File: src/hw/rtl/bitmap_slot_allocator_assert.svh
// Assertion macros used by the slot allocator top level.
`ifndef BITMAP_SLOT_ALLOCATOR_ASSERT_SVH
`define BITMAP_SLOT_ALLOCATOR_ASSERT_SVH

// Same-cycle implication under the block's reset.
`define BSA_ASSERT_IMP(label, clk, rst_n, ante, cons) \
    label: assert property (@(posedge clk) disable iff (!rst_n) (ante) |-> (cons)) \
        else $error("bsa: same-cycle check failed");

// Next-cycle implication under the block's reset.
`define BSA_ASSERT_NXT(label, clk, rst_n, ante, cons) \
    label: assert property (@(posedge clk) disable iff (!rst_n) (ante) |=> (cons)) \
        else $error("bsa: next-cycle check failed");

`endif

File: src/hw/rtl/bsa_pkg.sv
// Types, constants and microcode program of the bitmap slot allocator.
package bsa_pkg;

    localparam int unsigned DEF_MAX_WORDS = 64;
    localparam int unsigned WORD_W        = 32;
    localparam int unsigned BIT_W         = 5;
    localparam int unsigned HANDLE_W      = 12;
    localparam int unsigned WIU_W         = 7;
    localparam int unsigned STATUS_W      = 2;
    localparam int unsigned STEP_W        = 3;

    localparam logic [WIU_W-1:0] WIU_RESET = 7'd64;

    localparam logic [STATUS_W-1:0] ST_OK    = 2'd0;
    localparam logic [STATUS_W-1:0] ST_FULL  = 2'd1;
    localparam logic [STATUS_W-1:0] ST_RANGE = 2'd2;

    localparam logic OP_ALLOC = 1'b0;
    localparam logic OP_FREE  = 1'b1;

    typedef struct packed {
        logic                operation;
        logic [HANDLE_W-1:0] slot_handle;
    } cmd_word_t;

    typedef struct packed {
        logic [HANDLE_W-1:0] result_handle;
        logic [STATUS_W-1:0] status;
    } result_word_t;

    typedef logic [STEP_W-1:0] step_t;

    // Program addresses; the two command entries sit side by side so
    // the idle step can dispatch on the operation bit.
    localparam step_t S_CLR    = 3'd0;
    localparam step_t S_IDLE   = 3'd1;
    localparam step_t S_A_CHK  = 3'd2;
    localparam step_t S_F_CHK  = 3'd3;
    localparam step_t S_A_TEST = 3'd4;
    localparam step_t S_A_SET  = 3'd5;
    localparam step_t S_F_CLR  = 3'd6;

    typedef enum logic [2:0] {
        COND_ALWAYS,
        COND_START,
        COND_CLR_DONE,
        COND_SCAN_END,
        COND_WORD_OPEN,
        COND_RANGE
    } cond_t;

    typedef enum logic [1:0] {
        PTR_HOLD,
        PTR_ZERO,
        PTR_INC,
        PTR_INC_NT
    } ptr_op_t;

    typedef enum logic {
        ADDR_PTR,
        ADDR_HANDLE
    } addr_sel_t;

    typedef enum logic [1:0] {
        WSEL_ZERO,
        WSEL_SET,
        WSEL_CLEAR
    } wsel_t;

    typedef enum logic [2:0] {
        OUT_NONE,
        OUT_ALLOC,
        OUT_FULL,
        OUT_RANGE,
        OUT_FREE
    } out_t;

    typedef struct packed {
        cond_t     cond;
        logic      dispatch;
        step_t     tgt_t;
        step_t     tgt_f;
        ptr_op_t   ptr_op;
        addr_sel_t addr_sel;
        logic      mem_rd;
        logic      mem_wr;
        wsel_t     wsel;
        out_t      out;
        logic      idle;
        logic      load_cmd;
    } ucode_t;

    typedef struct packed {
        ucode_t uc;
        logic   taken;
    } seq_ctrl_t;

    typedef struct packed {
        logic clr_done;
        logic scan_end;
        logic word_open;
        logic range_err;
    } seq_flags_t;

    // Control store: one word per step. A result is issued when the
    // step's branch is taken and its out field is not OUT_NONE.
    function automatic ucode_t ucode_rom(input step_t s);
        ucode_t u;
        u.cond     = COND_ALWAYS;
        u.dispatch = 1'b0;
        u.tgt_t    = S_IDLE;
        u.tgt_f    = S_IDLE;
        u.ptr_op   = PTR_HOLD;
        u.addr_sel = ADDR_PTR;
        u.mem_rd   = 1'b0;
        u.mem_wr   = 1'b0;
        u.wsel     = WSEL_ZERO;
        u.out      = OUT_NONE;
        u.idle     = 1'b0;
        u.load_cmd = 1'b0;
        case (s)
            S_CLR:
            begin
                u.cond   = COND_CLR_DONE;
                u.tgt_f  = S_CLR;
                u.ptr_op = PTR_INC;
                u.mem_wr = 1'b1;
                u.wsel   = WSEL_ZERO;
            end
            S_IDLE:
            begin
                u.cond     = COND_START;
                u.dispatch = 1'b1;
                u.tgt_t    = S_A_CHK;
                u.tgt_f    = S_IDLE;
                u.ptr_op   = PTR_ZERO;
                u.idle     = 1'b1;
                u.load_cmd = 1'b1;
            end
            S_A_CHK:
            begin
                u.cond   = COND_SCAN_END;
                u.tgt_f  = S_A_TEST;
                u.mem_rd = 1'b1;
                u.out    = OUT_FULL;
            end
            S_F_CHK:
            begin
                u.cond     = COND_RANGE;
                u.tgt_f    = S_F_CLR;
                u.addr_sel = ADDR_HANDLE;
                u.mem_rd   = 1'b1;
                u.out      = OUT_RANGE;
            end
            S_A_TEST:
            begin
                u.cond   = COND_WORD_OPEN;
                u.tgt_t  = S_A_SET;
                u.tgt_f  = S_A_CHK;
                u.ptr_op = PTR_INC_NT;
            end
            S_A_SET:
            begin
                u.mem_wr = 1'b1;
                u.wsel   = WSEL_SET;
                u.out    = OUT_ALLOC;
            end
            S_F_CLR:
            begin
                u.addr_sel = ADDR_HANDLE;
                u.mem_wr   = 1'b1;
                u.wsel     = WSEL_CLEAR;
                u.out      = OUT_FREE;
            end
            default:
            begin
                u.tgt_t = S_IDLE;
            end
        endcase
        return u;
    endfunction

endpackage

File: src/hw/rtl/bitmap_slot_allocator.sv
// Top level of the bitmap first-fit slot allocator.
//
// First-fit slot allocator over MAX_WORDS bitmap words of 32 slots each.
// Issue a command word with start while busy is low. Allocate scans the
// first words_in_use words from word 0 and claims the lowest clear bit of
// the first word that is not full, returning the 1-based handle; free
// clears the bit of a 1-based handle. Each command gives exactly one
// result word on result, shown for one cycle with done high; the receiver
// cannot stall it, so capture it on that cycle. After reset the block
// sweeps the bitmap to zero, one word a cycle, and holds busy high until the
// sweep ends. Timing is set by the microcode loop over the single-port
// bitmap memory, which reads and tests one word per pass: an allocate makes
// a pass per word up to the word it lands in, a full scan a pass per
// searched word and a last check; a free checks the handle, then clears its
// bit, and an out-of-range free ends at the check. busy drops the cycle done
// rises. Write words_in_use only while busy is low and no result is due.
module bitmap_slot_allocator
    import bsa_pkg::*;
#(
    parameter int unsigned MAX_WORDS = DEF_MAX_WORDS
)
(
    input  logic             clk,
    input  logic             rst_n,
    input  logic             start,
    output logic             busy,
    input  cmd_word_t        cmd,
    output logic             done,
    output result_word_t     result,
    input  logic             cfg_wr_en,
    input  logic [WIU_W-1:0] cfg_wr_data
);

`include "bitmap_slot_allocator_assert.svh"

    logic [WIU_W-1:0] words_in_use_reg;
    logic [WIU_W-1:0] words_in_use_next;
    seq_ctrl_t        ctrl;
    seq_flags_t       flags;

    // Hold the scan length; take a new value on each write.
    assign words_in_use_next = cfg_wr_en ? cfg_wr_data : words_in_use_reg;

    always_ff @(posedge clk or negedge rst_n)
    begin
        if (!rst_n)
        begin
            words_in_use_reg <= WIU_RESET;
        end
        else
        begin
            words_in_use_reg <= words_in_use_next;
        end
    end

    // Advance the program one step a cycle; branch on datapath flags.
    bsa_seq u_seq (
        .clk       (clk),
        .rst_n     (rst_n),
        .start     (start),
        .operation (cmd.operation),
        .flags     (flags),
        .ctrl      (ctrl),
        .busy      (busy)
    );

    // Pointer, bitmap memory and result register driven by the control word.
    bsa_datapath #(
        .MAX_WORDS (MAX_WORDS)
    ) u_datapath (
        .clk          (clk),
        .rst_n        (rst_n),
        .start        (start),
        .cmd          (cmd),
        .words_in_use (words_in_use_reg),
        .ctrl         (ctrl),
        .flags        (flags),
        .done         (done),
        .result       (result)
    );

    // An accepted command always occupies the block on the next cycle.
    `BSA_ASSERT_NXT(a_accept_then_busy, clk, rst_n, start && !busy, busy)
    // A result only follows a cycle of work.
    `BSA_ASSERT_IMP(a_done_after_busy, clk, rst_n, done, $past(busy))
    // Never repeat a result word.
    `BSA_ASSERT_NXT(a_done_single, clk, rst_n, done, !done)
    // A failed command returns no handle.
    `BSA_ASSERT_IMP(a_fail_no_handle, clk, rst_n, done && result.status != ST_OK, result.result_handle == '0)

endmodule

File: src/hw/rtl/bsa_seq.sv
// Microcode sequencer: step counter, control store and branch logic.
module bsa_seq
    import bsa_pkg::*;
(
    input  logic       clk,
    input  logic       rst_n,
    input  logic       start,
    input  logic       operation,
    input  seq_flags_t flags,
    output seq_ctrl_t  ctrl,
    output logic       busy
);

    step_t  step_reg;
    step_t  step_next;
    ucode_t uc;
    logic   taken;

    assign uc = ucode_rom(step_reg);

    always_comb
    begin
        case (uc.cond)
            COND_ALWAYS:    taken = 1'b1;
            COND_START:     taken = start;
            COND_CLR_DONE:  taken = flags.clr_done;
            COND_SCAN_END:  taken = flags.scan_end;
            COND_WORD_OPEN: taken = flags.word_open;
            COND_RANGE:     taken = flags.range_err;
            default:        taken = 1'b1;
        endcase
    end

    // Dispatch folds the operation bit into the target address.
    always_comb
    begin
        if (taken)
        begin
            if (uc.dispatch)
            begin
                step_next = uc.tgt_t | STEP_W'(operation);
            end
            else
            begin
                step_next = uc.tgt_t;
            end
        end
        else
        begin
            step_next = uc.tgt_f;
        end
    end

    always_ff @(posedge clk or negedge rst_n)
    begin
        if (!rst_n)
        begin
            step_reg <= S_CLR;
        end
        else
        begin
            step_reg <= step_next;
        end
    end

    assign ctrl.uc    = uc;
    assign ctrl.taken = taken;
    assign busy       = ~uc.idle;

endmodule

File: src/hw/rtl/bsa_datapath.sv
// Datapath: word pointer, bitmap memory, bit search and result register.
module bsa_datapath
    import bsa_pkg::*;
#(
    parameter int unsigned MAX_WORDS = DEF_MAX_WORDS
)
(
    input  logic               clk,
    input  logic               rst_n,
    input  logic               start,
    input  cmd_word_t          cmd,
    input  logic [WIU_W-1:0]   words_in_use,
    input  seq_ctrl_t          ctrl,
    output seq_flags_t         flags,
    output logic               done,
    output result_word_t       result
);

    localparam int unsigned WIDX   = (MAX_WORDS > 1) ? $clog2(MAX_WORDS) : 1;
    localparam int unsigned PW     = WIDX + 1;
    localparam int unsigned CW     = (WIU_W > PW) ? WIU_W : PW;
    localparam int unsigned HW     = (WIDX + 6 > HANDLE_W) ? WIDX + 6 : HANDLE_W;
    localparam int unsigned NSLOTS = MAX_WORDS * WORD_W;

    logic [WORD_W-1:0]   bitmap_mem [MAX_WORDS];
    logic [WORD_W-1:0]   rdata_reg;
    logic [PW-1:0]       ptr_reg;
    logic [PW-1:0]       ptr_next;
    logic [HANDLE_W-1:0] handle_reg;
    logic                done_reg;
    result_word_t        result_reg;
    result_word_t        result_next;

    logic [CW-1:0]       limit;
    logic [HW-1:0]       hm1;
    logic [WIDX-1:0]     hword;
    logic [BIT_W-1:0]    hbit;
    logic [WIDX-1:0]     addr;
    logic [WORD_W-1:0]   wdata;
    logic [BIT_W-1:0]    free_idx;
    logic [HW-1:0]       alloc_handle;
    logic                emit;

    // Clamp the scan length to the store depth.
    assign limit = (CW'(words_in_use) > CW'(MAX_WORDS)) ? CW'(MAX_WORDS)
                                                         : CW'(words_in_use);

    assign hm1   = HW'(handle_reg) - HW'(1);
    assign hword = hm1[WIDX+BIT_W-1:BIT_W];
    assign hbit  = hm1[BIT_W-1:0];

    assign flags.clr_done  = (ptr_reg == PW'(MAX_WORDS - 1));
    assign flags.scan_end  = (CW'(ptr_reg) == limit);
    assign flags.word_open = ~(&rdata_reg);
    assign flags.range_err = (handle_reg == '0) || (HW'(handle_reg) > HW'(NSLOTS));

    // Lowest clear bit of the word just read.
    always_comb
    begin
        free_idx = '0;
        for (int i = WORD_W - 1; i >= 0; i--)
        begin
            if (!rdata_reg[i])
            begin
                free_idx = BIT_W'(i);
            end
        end
    end

    assign alloc_handle = HW'({ptr_reg[WIDX-1:0], free_idx}) + HW'(1);

    always_comb
    begin
        case (ctrl.uc.ptr_op)
            PTR_HOLD:   ptr_next = ptr_reg;
            PTR_ZERO:   ptr_next = '0;
            PTR_INC:    ptr_next = ptr_reg + PW'(1);
            PTR_INC_NT: ptr_next = ctrl.taken ? ptr_reg : ptr_reg + PW'(1);
            default:    ptr_next = ptr_reg;
        endcase
    end

    assign addr = (ctrl.uc.addr_sel == ADDR_HANDLE) ? hword : ptr_reg[WIDX-1:0];

    always_comb
    begin
        case (ctrl.uc.wsel)
            WSEL_ZERO:  wdata = '0;
            WSEL_SET:   wdata = rdata_reg | (rdata_reg + WORD_W'(1));
            WSEL_CLEAR: wdata = rdata_reg & ~(WORD_W'(1) << hbit);
            default:    wdata = rdata_reg;
        endcase
    end

    assign emit = ctrl.taken && (ctrl.uc.out != OUT_NONE);

    always_comb
    begin
        case (ctrl.uc.out)
            OUT_ALLOC:
            begin
                result_next.result_handle = alloc_handle[HANDLE_W-1:0];
                result_next.status        = ST_OK;
            end
            OUT_FREE:
            begin
                result_next.result_handle = handle_reg;
                result_next.status        = ST_OK;
            end
            OUT_FULL:
            begin
                result_next.result_handle = '0;
                result_next.status        = ST_FULL;
            end
            OUT_RANGE:
            begin
                result_next.result_handle = '0;
                result_next.status        = ST_RANGE;
            end
            default:
            begin
                result_next = result_reg;
            end
        endcase
    end

    always_ff @(posedge clk)
    begin
        if (ctrl.uc.mem_wr)
        begin
            bitmap_mem[addr] <= wdata;
        end
        if (ctrl.uc.mem_rd)
        begin
            rdata_reg <= bitmap_mem[addr];
        end
    end

    always_ff @(posedge clk)
    begin
        if (ctrl.uc.load_cmd && start)
        begin
            handle_reg <= cmd.slot_handle;
        end
        if (emit)
        begin
            result_reg <= result_next;
        end
    end

    always_ff @(posedge clk or negedge rst_n)
    begin
        if (!rst_n)
        begin
            ptr_reg  <= '0;
            done_reg <= 1'b0;
        end
        else
        begin
            ptr_reg  <= ptr_next;
            done_reg <= emit;
        end
    end

    assign done   = done_reg;
    assign result = result_reg;

endmodule

File: config.mk
export PLATFORM = sky130hd
export DESIGN_NAME = bitmap_slot_allocator
export DESIGN_NICKNAME = d
export VERILOG_FILES = /design/src/hw/rtl/bsa_pkg.sv /design/src/hw/rtl/bitmap_slot_allocator.sv /design/src/hw/rtl/bsa_seq.sv /design/src/hw/rtl/bsa_datapath.sv
export VERILOG_INCLUDE_DIRS = /design/src /design/src/hw/rtl
export SDC_FILE = /design/constraint.sdc
export NUM_CORES = 2
export LEC_CHECK = 0
export BUFFER_PORTS_ARGS = -buffer_cell sky130_fd_sc_hd__buf_2
export CORE_UTILIZATION = 30
export DETAILED_ROUTE_END_ITERATION = 12
export GPL_ROUTABILITY_DRIVEN = 1
export PLACE_DENSITY = 0.52
export SLEW_MARGIN = 10
export SYNTH_ARGS = -nofsm -noshare
export SYNTH_HDL_FRONTEND = slang
export SYNTH_SLANG_ARGS = --single-unit
File: constraint.sdc
create_clock -name clk -period 12 [get_ports clk]
set_clock_uncertainty 0.2 [all_clocks]
set_input_delay 0.6 -clock clk [delete_from_list [all_inputs] [get_ports clk]]
set_output_delay 0.6 -clock clk [all_outputs]
set_load 0.03 [all_outputs]
==> flow_summary.json <==
{
  "peakVddDrop_v": 0.000312,
  "cts.htree.levels": 4,
  "ant_nets": 0,
  "yosysSeqAreaShare_pct": 79.2,
  "die-area_mm2": 0.270,
  "finalNetCount": 4918,
  "grt_use_total_pct": 21.0,
  "syn_avg_cell_area_um2": 17.1,
  "clock_path_buffers": 3,
  "cts_sinks": 2124,
  "die_w_um": 520,
  "worstMarginPinSlew_ns": 1.35,
  "grt_pass1_wl_mm": 398,
  "synth-main-ff-cell": "edfxtp_1",
  "path_class": "register to register",
  "drive_above_1_share_pct": 14.9,
  "yosys_register_bits": 2124,
  "post_cts_buffers": 0,
  "holdCritPathClass": "input pin to asynchronous set/reset pin",
  "min_period_over_period_pct": 49.9,
  "status": "finished, final reports clean",
  "gr-total-overflow": 0,
  "rr_worst_depth": 10,
  "grt_max_degree": 103,
  "synth_nets": 4733,
  "critPathLaunch": "u_datapath.handle_reg[4]",
  "r2r_start": "u_datapath.handle_reg[4]",
  "routedWlPerCell_um": 33.9,
  "mostFrequentLayoutCells": "edfxtp_1 (2106), nand2_1 (286), a22oi_1 (238)",
  "critPathRequiredTime_ns": 12.39,
  "maxCapViolations": 0,
  "slew_viol_final": 0,
  "root_buffer": "clkbuf_16",
  "stdcell_count": 8610,
  "critPathCaptureType": "register",
  "rsz0062_at_grt": "no",
  "cts.repair.resized": 0,
  "async_reset_ff_share_pct": 0.847,
  "die_y_um": 520,
  "worstPathArrival_ns": 6.39,
  "synth_enable_flop_cells": 2106,
  "port_buffers": 39,
  "netlist_instances": 4707,
  "wl_met3_mm": 32.6,
  "dp_hpwl_mm": 164,
  "drt-initial-drc-count": 8218,
  "wl_met1_mm": 117,
  "highest_layer": "met5",
  "wirelength_mm": 291,
  "clkLatencyLatePin_ns": 0.89,
  "power.leakage_uw": 0.0292,
  "finalHoldViolations": 0,
  "drc": 0,
  "max-slew-margin-rel_pct": 9.30,
  "cts_inserted_buffers": 219,
  "wl_met2_mm": 128,
  "largest_register_ff_count": 2048,
  "yosysWarnings": 0,
  "period_needed_ns": 5.99,
  "setup-violations-final": 0,
  "timing.setup.tns_ns": 0,
  "cp_max_fo": 95,
  "path_cells": "or4_4 > or3_1 > a31oi_4 > buf_12 > nor2_4 > buf_12 > a221o_1 > o31ai_1 > o2111ai_1 > or4_1",
  "viasPerCell": 5.76,
  "syn2layout_area_growth_pct": 16.7,
  "top_level_ports": 40,
  "r2r_slack_ns": 6.01,
  "netlist_area_mm2": 0.0804,
  "fillers": 25000,
  "critPathLaunchType": "register",
  "dp.cells": 8171,
  "layout_commonest_cell": "edfxtp_1",
  "powerDensity_mw_per_mm2": 264,
  "cts_tree": "built",
  "cp_slowest_cell": "o31ai_1",
  "rows": 189,
  "core_area_mm2": 0.266,
  "initial_core_util_pct": 30.3,
  "place_congestion": 0.942,
  "vias": 49600,
  "firstDrtPassIters": 10,
  "r2r-end": "u_datapath.rdata_reg[14]",
  "fmax_mhz": 167,
  "clk_pin_slew_worst_paths_ns": 0.06,
  "first_global_vias": 46500,
  "crit_path_frequent_cell": "buf_12",
  "synth_cell_types": 80,
  "cpPeakStageDelay_ns": 0.95,
  "antenna_found_initial": 19
}
[how the worst max path moves through the flow]
stage | slack (ns) | endpoint
after floorplan | 6.34 | u_datapath.bitmap_mem[0][21]
after global placement | 5.22 | u_datapath.rdata_reg[26]
after detailed placement | 6.15 | u_datapath.rdata_reg[31]
after CTS | 6.18 | u_datapath.rdata_reg[31]
after global routing | 6.06 | u_datapath.rdata_reg[8]
final | 6.01 | u_datapath.rdata_reg[14]
[metal layers]
metal  track usage (%)  vias to the layer above
met5                 0                        -
met4              8.68                        8
met3              4.94                      486
met2              31.4                     3176
met1              29.3                    26000
li1                  -                    19900
[what timing repair did]
| action | CTS | global route |
|---|---|---|
| hold buffers | 31 | 0 |
| setup endpoints to repair | 0 | 0 |
| endpoints found under the hold margin | 38 | 0 |
[synthesized netlist by cell type, drive strengths merged (18+ instances only)]
library cell | n | area share (%)
clkbuf | 181 | 0.84
edfxtp | 2106 | 79
o31ai | 21 | 0.20
or4 | 19 | 0.18
a22o | 136 | 1.5
a21oi | 241 | 1.5
o21ai | 174 | 1.1
a31oi | 85 | 0.68
a221oi | 154 | 1.7
nand3 | 37 | 0.23
mux2i | 147 | 1.8
nor2 | 129 | 0.61
inv | 18 | 0.084
nand2 | 291 | 1.4
buf | 137 | 0.77
a221o | 34 | 0.42
o22ai | 70 | 0.54
nand4 | 31 | 0.24
mux2 | 71 | 0.99
a222oi | 131 | 1.6
a22oi | 238 | 2.2
nor3 | 20 | 0.12
[logic make-up (layout without fill, tap and decap cells)]
logic type	after synthesis	count (layout)	share of synthesized area, %
flip-flops	2124	2124	79.2
AO/OA/AOI/OAI	1413	1413	12.8
AND/OR/NAND/NOR	598	598	3.34
buffers and inverters	337	700	1.70
multiplexers	218	218	2.82
XOR/XNOR	15	15	0.163
adder cells (fa/ha/maj)	2	2	0.0311
other	0	7	0
[worst max-delay path, delay by kind of cell (launching register included)]
kind / cells / cell delay [ns]
AND/OR/NAND/NOR: 4 / 1.84
buffers and inverters: 2 / 0.66
flip-flops: 1 / 0.57
AO/OA/AOI/OAI: 4 / 1.90
[report_power, final]
part / switching (uW) / internal [uW]
Combinational: 6580 / 2250
Sequential: 293 / 8960
Clock: 2940 / 3710
Total: 9820 / 14900
[per-stage QoR]
stage	instance area [um^2]	setup WS (ns)	power [uW]	utilization [%]	hold WS (ns)
floorplan	80400	6.34	13600	-	0.104
global route	93900	6.06	25300	35.3	0.0617
CTS	93800	6.18	24600	35.3	0.00323
global placement	86400	5.22	17900	32.5	0.344
finish	93900	6.01	24700	35.3	0.0440
detailed placement	86600	6.15	18000	32.6	0.343
[cell type report]
| class | instances | area (um^2) | share of cell area (%) |
|---|---|---|---|
| tap | 3533 | 4420 | 4.71 |
| antenna | 7 | 17.5 | 0.0187 |
| sequential | 2124 | 63700 | 67.8 |
| timing repair buffer | 282 | 2270 | 2.41 |
| multi-input combinational | 2246 | 16400 | 17.5 |
| inverter | 19 | 71.3 | 0.0760 |
| clock inverter | 127 | 1300 | 1.38 |
| clock buffer | 272 | 5680 | 6.05 |
Note: power is estimated with default switching activity, not from simulation.
